==> src/rtl/stl_pkg.sv <==
// Shared types, constants and character classes of the S-expression token lexer.
package stl_pkg;

  localparam int POS_W = 32;
  localparam int LEN_W = 16;
  localparam int KIND_W = 5;
  localparam int QUEUE_DEPTH = 4;
  localparam int QUEUE_IDX_W = $clog2(QUEUE_DEPTH);
  localparam int QUEUE_CNT_W = $clog2(QUEUE_DEPTH + 1);

  localparam logic [LEN_W-1:0] LEN_MAX = '1;

  localparam logic [7:0] CH_TAB     = 8'h09;
  localparam logic [7:0] CH_LF      = 8'h0A;
  localparam logic [7:0] CH_CR      = 8'h0D;
  localparam logic [7:0] CH_SPACE   = 8'h20;
  localparam logic [7:0] CH_DQUOTE  = 8'h22;
  localparam logic [7:0] CH_HASH    = 8'h23;
  localparam logic [7:0] CH_PRIME   = 8'h27;
  localparam logic [7:0] CH_LPAREN  = 8'h28;
  localparam logic [7:0] CH_RPAREN  = 8'h29;
  localparam logic [7:0] CH_DOT     = 8'h2E;
  localparam logic [7:0] CH_ZERO    = 8'h30;
  localparam logic [7:0] CH_ONE     = 8'h31;
  localparam logic [7:0] CH_COLON   = 8'h3A;
  localparam logic [7:0] CH_SEMI    = 8'h3B;
  localparam logic [7:0] CH_BSLASH  = 8'h5C;
  localparam logic [7:0] CH_LOWER_B = 8'h62;
  localparam logic [7:0] CH_LOWER_X = 8'h78;
  localparam logic [7:0] CH_BAR     = 8'h7C;

  typedef enum logic [17:0] {
    M_IDLE    = 18'h00001,
    M_COMMENT = 18'h00002,
    M_SYM     = 18'h00004,
    M_KEYW    = 18'h00008,
    M_ZERO    = 18'h00010,
    M_NUM     = 18'h00020,
    M_BADZERO = 18'h00040,
    M_DOT     = 18'h00080,
    M_DEC     = 18'h00100,
    M_HASH    = 18'h00200,
    M_BIN     = 18'h00400,
    M_HEX     = 18'h00800,
    M_STR     = 18'h01000,
    M_STRQ    = 18'h02000,
    M_STRERR  = 18'h04000,
    M_QSYM    = 18'h08000,
    M_QBAR    = 18'h10000,
    M_QERR    = 18'h20000
  } mode_t;

  typedef enum logic [KIND_W-1:0] {
    K_LPAREN   = 5'd0,
    K_RPAREN   = 5'd1,
    K_NUMERAL  = 5'd2,
    K_DECIMAL  = 5'd3,
    K_BINARY   = 5'd4,
    K_HEX      = 5'd5,
    K_STRING   = 5'd6,
    K_SYMBOL   = 5'd7,
    K_KEYWORD  = 5'd8,
    K_END      = 5'd9,
    K_BADNUM   = 5'd10,
    K_BADCONST = 5'd11,
    K_STRBAD   = 5'd12,
    K_STREOF   = 5'd13,
    K_QBAD     = 5'd14,
    K_QEOF     = 5'd15,
    K_BADKW    = 5'd16,
    K_STRAY    = 5'd17
  } kind_t;

  typedef struct packed {
    kind_t            kind;
    logic [POS_W-1:0] start;
    logic [LEN_W-1:0] len;
    logic             last;
  } token_t;

  typedef struct packed {
    logic [1:0] n;
    token_t     tok0;
    token_t     tok1;
  } push_t;

  function automatic logic is_digit(input logic [7:0] c);
    return c inside {[8'h30:8'h39]};
  endfunction

  function automatic logic is_alpha(input logic [7:0] c);
    return c inside {[8'h61:8'h7A], [8'h41:8'h5A]};
  endfunction

  function automatic logic is_xdigit(input logic [7:0] c);
    return is_digit(c) || (c inside {[8'h61:8'h66], [8'h41:8'h46]});
  endfunction

  function automatic logic is_print(input logic [7:0] c);
    return c inside {[8'h20:8'h7E]};
  endfunction

  function automatic logic is_ws(input logic [7:0] c);
    return c inside {CH_SPACE, CH_TAB, CH_LF, CH_CR};
  endfunction

  function automatic logic is_simple(input logic [7:0] c);
    return is_digit(c) || is_alpha(c) ||
           (c inside {8'h7E, 8'h21, 8'h40, 8'h24, 8'h25, 8'h5E, 8'h26, 8'h2A, 8'h5F,
                      8'h2D, 8'h2B, 8'h3D, 8'h3C, 8'h3E, 8'h2E, 8'h3F, 8'h2F});
  endfunction

endpackage

==> src/rtl/stl_scan.sv <==
// Scanner state and per-byte token logic of the S-expression token lexer.
module stl_scan (
  input  logic           clk,
  input  logic           rst,
  input  logic           fire,
  input  logic [7:0]     char_code,
  input  logic           end_of_input,
  output stl_pkg::push_t push
);
  import stl_pkg::*;

  typedef struct packed {
    mode_t mode;
    logic  start_tok;
    logic  emit;
    kind_t kind;
  } idle_t;

  typedef struct packed {
    logic  vld;
    kind_t kind;
  } pend_t;

  function automatic idle_t lex_idle(input logic [7:0] c);
    idle_t r;
    r.mode = M_IDLE;
    r.start_tok = 1'b0;
    r.emit = 1'b0;
    r.kind = K_STRAY;
    if (is_ws(c)) begin
      r.mode = M_IDLE;
    end else if (c == CH_SEMI) begin
      r.mode = M_COMMENT;
    end else if (c == CH_LPAREN) begin
      r.emit = 1'b1;
      r.kind = K_LPAREN;
    end else if (c == CH_RPAREN) begin
      r.emit = 1'b1;
      r.kind = K_RPAREN;
    end else if (c == CH_HASH) begin
      r.mode = M_HASH;
      r.start_tok = 1'b1;
    end else if (c == CH_DQUOTE) begin
      r.mode = M_STR;
      r.start_tok = 1'b1;
    end else if (c == CH_BAR) begin
      r.mode = M_QSYM;
      r.start_tok = 1'b1;
    end else if (c == CH_ZERO) begin
      r.mode = M_ZERO;
      r.start_tok = 1'b1;
    end else if (is_digit(c)) begin
      r.mode = M_NUM;
      r.start_tok = 1'b1;
    end else if (is_simple(c)) begin
      r.mode = M_SYM;
      r.start_tok = 1'b1;
    end else if (c == CH_COLON) begin
      r.mode = M_KEYW;
      r.start_tok = 1'b1;
    end else begin
      r.emit = 1'b1;
      r.kind = K_STRAY;
    end
    return r;
  endfunction

  function automatic pend_t pending_kind(input mode_t m, input logic [LEN_W-1:0] n);
    pend_t p;
    p.vld = 1'b1;
    p.kind = K_SYMBOL;
    case (m)
      M_SYM, M_QBAR:       p.kind = K_SYMBOL;
      M_KEYW:              p.kind = (n == LEN_W'(1)) ? K_BADKW : K_KEYWORD;
      M_ZERO, M_NUM:       p.kind = K_NUMERAL;
      M_BADZERO, M_DOT:    p.kind = K_BADNUM;
      M_DEC:               p.kind = K_DECIMAL;
      M_HASH:              p.kind = K_BADCONST;
      M_BIN:               p.kind = K_BINARY;
      M_HEX:               p.kind = K_HEX;
      M_STRQ:              p.kind = K_STRING;
      M_STR, M_STRERR:     p.kind = K_STREOF;
      M_QSYM, M_QERR:      p.kind = K_QEOF;
      default:             p.vld = 1'b0;
    endcase
    return p;
  endfunction

  mode_t            mode, mode_next;
  logic [POS_W-1:0] pos, pos_next;
  logic [POS_W-1:0] tstart, tstart_next;
  logic [LEN_W-1:0] cnt, cnt_next;
  logic [LEN_W-1:0] ext;
  logic             relex;
  logic             fin;
  kind_t            fin_kind;
  idle_t            li;
  pend_t            pk;
  logic             a_vld, b_vld;
  token_t           a_tok, b_tok;
  logic [7:0]       c;

  assign c   = char_code;
  assign ext = (cnt == LEN_MAX) ? cnt : cnt + LEN_W'(1);
  assign li  = lex_idle(c);
  assign pk  = pending_kind(mode, cnt);

  always_comb begin
    mode_next = mode;
    pos_next = pos;
    tstart_next = tstart;
    cnt_next = cnt;
    relex = 1'b0;
    fin = 1'b0;
    fin_kind = K_SYMBOL;
    if (!end_of_input) begin
      pos_next = pos + POS_W'(1);
      case (mode)
        M_COMMENT: begin
          if (c == CH_LF || c == CH_CR) mode_next = M_IDLE;
        end
        M_SYM: begin
          if (is_simple(c)) begin
            cnt_next = ext;
          end else if (c == CH_PRIME) begin
            fin = 1'b1;
            fin_kind = K_SYMBOL;
            mode_next = M_IDLE;
          end else begin
            relex = 1'b1;
          end
        end
        M_KEYW: begin
          if (is_simple(c)) cnt_next = ext;
          else relex = 1'b1;
        end
        M_ZERO: begin
          if (is_digit(c)) begin
            cnt_next = ext;
            mode_next = M_BADZERO;
          end else if (c == CH_DOT) begin
            cnt_next = ext;
            mode_next = M_DOT;
          end else begin
            relex = 1'b1;
          end
        end
        M_NUM: begin
          if (is_digit(c)) begin
            cnt_next = ext;
          end else if (c == CH_DOT) begin
            cnt_next = ext;
            mode_next = M_DOT;
          end else begin
            relex = 1'b1;
          end
        end
        M_BADZERO, M_DEC: begin
          if (is_digit(c)) cnt_next = ext;
          else relex = 1'b1;
        end
        M_DOT: begin
          if (is_digit(c)) begin
            cnt_next = ext;
            mode_next = M_DEC;
          end else begin
            relex = 1'b1;
          end
        end
        M_HASH: begin
          if (c == CH_LOWER_B) begin
            cnt_next = ext;
            mode_next = M_BIN;
          end else if (c == CH_LOWER_X) begin
            cnt_next = ext;
            mode_next = M_HEX;
          end else begin
            relex = 1'b1;
          end
        end
        M_BIN: begin
          if (c == CH_ZERO || c == CH_ONE) cnt_next = ext;
          else relex = 1'b1;
        end
        M_HEX: begin
          if (is_xdigit(c)) cnt_next = ext;
          else relex = 1'b1;
        end
        M_STR: begin
          cnt_next = ext;
          if (c == CH_DQUOTE) mode_next = M_STRQ;
          else if (!is_print(c) || c == CH_BSLASH) mode_next = M_STRERR;
        end
        M_STRQ: begin
          if (c == CH_DQUOTE) begin
            cnt_next = ext;
            mode_next = M_STR;
          end else begin
            relex = 1'b1;
          end
        end
        M_STRERR: begin
          cnt_next = ext;
          if (c == CH_DQUOTE) begin
            fin = 1'b1;
            fin_kind = K_STRBAD;
            mode_next = M_IDLE;
          end
        end
        M_QSYM: begin
          cnt_next = ext;
          if (c == CH_BAR) mode_next = M_QBAR;
          else if (!is_print(c) || c == CH_BSLASH) mode_next = M_QERR;
        end
        M_QBAR: begin
          if (c == CH_PRIME) begin
            fin = 1'b1;
            fin_kind = K_SYMBOL;
            mode_next = M_IDLE;
          end else begin
            relex = 1'b1;
          end
        end
        M_QERR: begin
          cnt_next = ext;
          if (c == CH_BAR) begin
            fin = 1'b1;
            fin_kind = K_QBAD;
            mode_next = M_IDLE;
          end
        end
        default: relex = 1'b1;
      endcase
      if (relex) begin
        mode_next = li.mode;
        if (li.start_tok) begin
          tstart_next = pos;
          cnt_next = LEN_W'(1);
        end
      end
    end else begin
      mode_next = M_IDLE;
    end
  end

  always_comb begin
    a_vld = fin || ((relex || end_of_input) && pk.vld);
    a_tok.kind = fin ? fin_kind : pk.kind;
    a_tok.start = tstart;
    a_tok.len = fin ? ext : cnt;
    a_tok.last = 1'b0;
    b_vld = end_of_input || (relex && li.emit);
    b_tok.kind = end_of_input ? K_END : li.kind;
    b_tok.start = pos;
    b_tok.len = end_of_input ? '0 : LEN_W'(1);
    b_tok.last = 1'b1;
  end

  always_comb begin
    push.n = fire ? (2'(a_vld) + 2'(b_vld)) : 2'd0;
    push.tok0 = a_vld ? a_tok : b_tok;
    push.tok0.last = !(a_vld && b_vld);
    push.tok1 = b_tok;
  end

  always_ff @(posedge clk) begin
    if (rst) begin
      mode <= M_IDLE;
      pos <= '0;
      tstart <= '0;
      cnt <= '0;
    end else if (fire) begin
      mode <= mode_next;
      pos <= pos_next;
      tstart <= tstart_next;
      cnt <= cnt_next;
    end
  end

  a_eof_idle: assert property (@(posedge clk) disable iff (rst)
    (fire && end_of_input) |=> (mode == M_IDLE))
    else $error("scanner not idle after end of input");

  a_eof_result: assert property (@(posedge clk) disable iff (rst)
    (fire && end_of_input) |-> (push.n != 2'd0))
    else $error("end of input produced no token");

  a_pos_step: assert property (@(posedge clk) disable iff (rst)
    (fire && !end_of_input) |=> (pos == $past(pos) + POS_W'(1)))
    else $error("byte position did not advance");

endmodule

==> src/rtl/stl_queue.sv <==
// Result queue of the S-expression token lexer: up to two writes, one read per cycle.
module stl_queue (
  input  logic            clk,
  input  logic            rst,
  input  stl_pkg::push_t  push,
  input  logic            pop,
  output stl_pkg::token_t head,
  output logic            not_empty,
  output logic            room
);
  import stl_pkg::*;

  token_t                 mem [QUEUE_DEPTH];
  logic [QUEUE_IDX_W-1:0] wr, rd;
  logic [QUEUE_CNT_W-1:0] count;

  assign head = mem[rd];
  assign not_empty = (count != '0);
  assign room = (count <= QUEUE_CNT_W'(QUEUE_DEPTH - 2));

  always_ff @(posedge clk) begin
    if (push.n != 2'd0) mem[wr] <= push.tok0;
    if (push.n == 2'd2) mem[wr + QUEUE_IDX_W'(1)] <= push.tok1;
  end

  always_ff @(posedge clk) begin
    if (rst) begin
      wr <= '0;
      rd <= '0;
      count <= '0;
    end else begin
      wr <= wr + QUEUE_IDX_W'(push.n);
      if (pop) rd <= rd + QUEUE_IDX_W'(1);
      count <= count + QUEUE_CNT_W'(push.n) - QUEUE_CNT_W'(pop);
    end
  end

  a_no_overflow: assert property (@(posedge clk) disable iff (rst)
    count <= QUEUE_CNT_W'(QUEUE_DEPTH))
    else $error("result queue overflow");

  a_push_room: assert property (@(posedge clk) disable iff (rst)
    (push.n != 2'd0) |-> (count <= QUEUE_CNT_W'(QUEUE_DEPTH - 2)))
    else $error("push without room for two tokens");

  a_pop_data: assert property (@(posedge clk) disable iff (rst)
    pop |-> (count != '0))
    else $error("read from empty result queue");

endmodule

==> src/rtl/sexpr_token_lexer.sv <==
// Top level of the S-expression token lexer: input register, scanner and result queue.
// A byte transferred into the input register is scanned once the result queue has room,
//   and its tokens then enter the result queue, whose head drives out_valid.
// Throughput: one byte per cycle while the queue has room; the output port moves one
//   token per cycle when not stalled, so two tokens from one byte leave in turn.
// Reset clears the scan mode, byte position, token start, length and result queue.
module sexpr_token_lexer (
  input  logic        clk,
  input  logic        rst,
  input  logic        in_valid,
  output logic        in_stall,
  input  logic [7:0]  char_code,
  input  logic        end_of_input,
  output logic        out_valid,
  input  logic        out_stall,
  output logic [4:0]  token_kind,
  output logic [31:0] start_offset,
  output logic [15:0] token_length,
  output logic        last
);
  import stl_pkg::*;

  logic       held;
  logic [7:0] held_char;
  logic       held_eof;
  logic       fire;
  logic       room;
  logic       pop;
  push_t      push;
  token_t     head;

  assign fire = held && room;
  assign in_stall = held && !room;
  assign pop = out_valid && !out_stall;

  always_ff @(posedge clk) begin
    if (rst) begin
      held <= 1'b0;
    end else if (in_valid && !in_stall) begin
      held <= 1'b1;
    end else if (fire) begin
      held <= 1'b0;
    end
  end

  always_ff @(posedge clk) begin
    if (in_valid && !in_stall) begin
      held_char <= char_code;
      held_eof <= end_of_input;
    end
  end

  stl_scan u_scan (
    .clk          (clk),
    .rst          (rst),
    .fire         (fire),
    .char_code    (held_char),
    .end_of_input (held_eof),
    .push         (push)
  );

  stl_queue u_queue (
    .clk       (clk),
    .rst       (rst),
    .push      (push),
    .pop       (pop),
    .head      (head),
    .not_empty (out_valid),
    .room      (room)
  );

  assign token_kind = head.kind;
  assign start_offset = head.start;
  assign token_length = head.len;
  assign last = head.last;

  a_stall_held: assert property (@(posedge clk) disable iff (rst)
    in_stall |-> (held && !fire))
    else $error("stall without a waiting byte");

  a_stall_keep: assert property (@(posedge clk) disable iff (rst)
    in_stall |=> held)
    else $error("stalled byte dropped");

  a_out_hold: assert property (@(posedge clk) disable iff (rst)
    (out_valid && out_stall) |=> (out_valid && $stable(token_kind) &&
      $stable(start_offset) && $stable(token_length) && $stable(last)))
    else $error("stalled token changed");

endmodule

==> config.mk <==
export PLATFORM = sky130hd
export DESIGN_NAME = sexpr_token_lexer
export DESIGN_NICKNAME = d
export VERILOG_FILES = /design/src/rtl/stl_pkg.sv /design/src/rtl/stl_scan.sv /design/src/rtl/stl_queue.sv /design/src/rtl/sexpr_token_lexer.sv
export SDC_FILE = /design/constraint.sdc
export NUM_CORES = 1
export LEC_CHECK = 0
export ABC_AREA = 1
export BUFFER_PORTS_ARGS = -buffer_cell sky130_fd_sc_hd__buf_2
export CAP_MARGIN = 10
export CORE_AREA = 2 2 214 164
export CTS_CLUSTER_SIZE = 12
export DETAILED_ROUTE_END_ITERATION = 8
export DIE_AREA = 0 0 216 166
export HOLD_SLACK_MARGIN = 0.1
export PLACE_DENSITY = 0.76
export SETUP_SLACK_MARGIN = 0.15
export SYNTH_ARGS = -nofsm -noshare
export SYNTH_HDL_FRONTEND = slang
export SYNTH_SLANG_ARGS = --single-unit
==> constraint.sdc <==
create_clock -name clk -period 3.74 [get_ports clk]
set_input_delay 0.187 -clock clk [delete_from_list [all_inputs] [get_ports clk]]
set_output_delay 0.187 -clock clk [all_outputs]
set_load 0.03 [all_outputs]
==> impl_metrics.toml <==
[yosys]
yosys_warnings = 0
synth.net_count = 2527
synth-edff-count = 153
muxShareOfSynthArea_pct = 0
ys_async_sr_fraction_pct = 0
ys.flop_type = "dfxtp_1"
seq_area_frac_synth_pct = 43.2
netlist_area_mm2 = 0.0190
synth_cell_types = 51
yosys.area_share.simple_pct = 33.4
synth_top_family_by_area = "simple AND/OR/NAND/NOR gates"
yosys.area.top_type_share_pct = 24.2
netlist_instances = 2507
synth-compound-area-share_pct = 14.3
ys_top_cells_by_count = "nand2_1, nor2_1, o21ai_0"
ys_ff_latch = 333
synth-adder-area-share_pct = 0.501
avgSynthCellArea_um2 = 7.57
yosys.area.top_type = "edfxtp_1"
yosysMostFrequentCell = "nand2_1"
synth_xor_xnor_area_share_pct = 0.831
synth_area_leaders = "edfxtp_1, dfxtp_1, nand2_1"

[power_and_ir_drop]
clockPowerShare_pct = 31.3
combPwrFrac_pct = 30.7
swShare_pct = 36.6
p_int_w = 0.00699
p_sw_w = 0.00404
peakVddDrop_uv = 559
p_leak_nw = 8.81
cellPowerDensity_mw_per_mm2 = 491
power_frac_seq_pct = 38.0

[critical_path]
crit_start = "held_char[5]"
cp_max_fo = 6
r2r_end = "u_queue.mem[1][47]"
worstSetupPathType = "register to register"
required_ns = 4.04
worst-path-buf-inv = 7
slowest_delay_ns = 0.54
cp-end-kind = "register"
cp.depth = 23
cp_top_family = "simple AND/OR/NAND/NOR gates"
crit_arrival_ns = 3.87
path_common_cell = "nand2_4"
r2r_cells = 23
timing.rr.start = "held_char[5]"
slowest_stage = "edfxtp_1"
r2r_slack_ns = 0.17
start_kind = "register"
path_cells = "nand2_4 > nor2_4 > nand2_2 > nand2_4 > nand2_8 > buf_6 > nand4_1 > nand2_1 > nor2_2 > nand4_2 > nand2_2 > nand2_4 > ha_4 > nand2_4 > inv_2 > nor2_4 > inv_4 > nand2_4 > inv_4 > nor2_4 > clkinvlp_4 > buf_6 > clkbuf_16"

[grt]
grt_usage_pct = 32.7
grt_pass1_vias = 17300
gr-total-overflow = 0
grt_max_degree = 62
antenna_found_initial = 0
grt_pass1_wl_um = 94200

[floorplan]
coreArea_mm2 = 0.0340
fp.dieW_um = 216
pin_count = 69
std_cell_rows = 59
start_util_pct = 55.9
dieArea_mm2 = 0.0359
die_h_um = 166

[cts]
cts-buffers-inserted = 36
htreeDepth = 2
cts_tree = "yes"
path_clk_slew_ns = 0.06
cts_sinks = 333
clock_path_buffers = 3
insertion_delay_ns = 0.54
cts_root_buffer = "clkbuf_16"

[route]
drt_pass1_iterations = 6
ant_nets = 0
drcViolationCount = 0
postRouteWirelength_um = 61900
vias = 19000
wire_per_inst_um = 19.7
viasPerCell = 6.07
first_iter_violations = 2578

[final_layout]
drive_gt1_share_pct = 19.3
insertedDiodeCount = 0
num-fill-cells = 2821
syn_to_final_growth_pct = 18.3
nets = 2676
design_area_mm2 = 0.0225
stdcell_count = 3139

[timing]
fin_ws_ns = 0.169
max_slew_margin_pct = 21.5
setup_violations = 0
maxSlewViolCount = 0
worst_pin_slew_ns = 1.18
fin_crit_sh_pct = 95.5
setup_tns_ns = 0
period_minus_slack_ns = 3.57
hold_viol_final = 0
rsz0062_at_grt = "yes"
worst_clock_skew_ns = 0.0136
max_freq_mhz = 280

[outcome]
outcome = "complete, no violations"

[place]
place_inst = 3013
place.gp.congestion = 1.03
dp_slack_ns = -0.00887
place_hpwl_um = 40100
dpl-instance-area_mm2 = 0.0204
io_buffer_count = 68

[worst_hold_path]
hold_depth = 3
min_to = "u_scan.pos[20]"
holdCritStartpoint = "rst"
holdCritPathClass = "input port to register"

[job]
maxCapViolations = 0
## worst max path at each step
stage / end / slack, ns
after floorplan: u_queue.mem[0][17] / 0.05
after global placement: u_queue.count[2] / 0.07
after detailed placement: u_queue.count[2] / -0.009
after CTS: u_queue.mem[1][0] / 0.16
after global routing: u_queue.mem[1][0] / -0.05
final: u_queue.mem[1][47] / 0.17
## cell type report
cell class                      count  area [um^2]  area share (%)
Clock buffer                       55         1020            4.55
Sequential cell                   333         8200            36.5
Clock inverter                      9         88.8           0.396
Multi-Input combinational cell   1844         9650            43.0
Inverter                          201          786            3.50
Tap cell                          457          572            2.55
Timing Repair Buffer              240         2130            9.50
## per-layer routing
metal | up-vias | routed length [um] | GRT usage [%]
met1 | 8904 | 26500 | 47.7
met5 | - | 0 | 0
li1 | 8815 | - | -
met2 | 1161 | 26400 | 48.7
met3 | 167 | 7180 | 6.61
met4 | 0 | 1810 | 10.4
## power groups by stage
stage | clock, W | sequential, W | combinational, W
after global routing | 0.00361 | 0.00421 | 0.00363
after CTS | 0.00347 | 0.00418 | 0.00320
after global placement | 0 | 0.00425 | 0.00308
final | 0.00345 | 0.00419 | 0.00339
after detailed placement | 0 | 0.00426 | 0.00313
after floorplan | 0 | 0.00416 | 0.00229
## worst register-to-register path: cells and delay by family, from the launching register on
family	cells	cell delay [ns]
simple gates	15	1.71
fa+ha+maj	1	0.27
buf+inv	7	0.80
flops	1	0.54
## stage by stage
stage               util (%)  hold slack (ns)  power, W
floorplan                  -            0.286   0.00645
global placement        60.0            0.363   0.00734
detailed placement      60.0            0.366   0.00739
CTS                     64.1            0.289    0.0109
global route            66.1            0.314    0.0114
finish                  66.1            0.296    0.0110
## repair_timing
action	4_1_cts	5_1_grt
buffers inserted	15	27
setup endpoints to repair	201	360
hold endpoints to repair	14	0
pin swaps	10	28
resized for setup	11	108
hold buffers	11	0
cloned	0	9
## flip-flops by register name (all words and copies together), names as in the netlist, named ones only
name and cells:
held 1, held_char 8, held_eof 1, u_queue.count 3
u_queue.mem 216, u_queue.rd 2, u_queue.wr 2, u_scan.cnt 16
u_scan.mode 18, u_scan.pos 32, u_scan.tstart 32
## cells in the final DEF (no fill, tap or decap), types with 14 or more instances in the layout
master     count
nand2_4       46
xor2_1        17
inv_2         19
clkbuf_1      14
nor2_2        29
nand3_1      255
nand4_1       34
nor3_1        41
inv_1        169
buf_2         68
nor2_1       352
buf_4        118
buf_12        22
nand2_2       31
a21oi_1       60
nand3_4       17
o21ai_0      276
o22ai_1       58
dfxtp_1      177
nand2_1      407
o21ai_1       97
clkbuf_16     43
nand3_2       34
edfxtp_1     153
nor2_4        22
## kinds of logic (layout without fill, tap and decap cells)
logic type,count (synthesis),after routing
compound gates,517,517
buf+inv,331,505
simple gates,1301,1302
flops,333,333
fa+ha+maj,7,7
xor+xnor,18,18
Power figures use the tool's default switching activity.
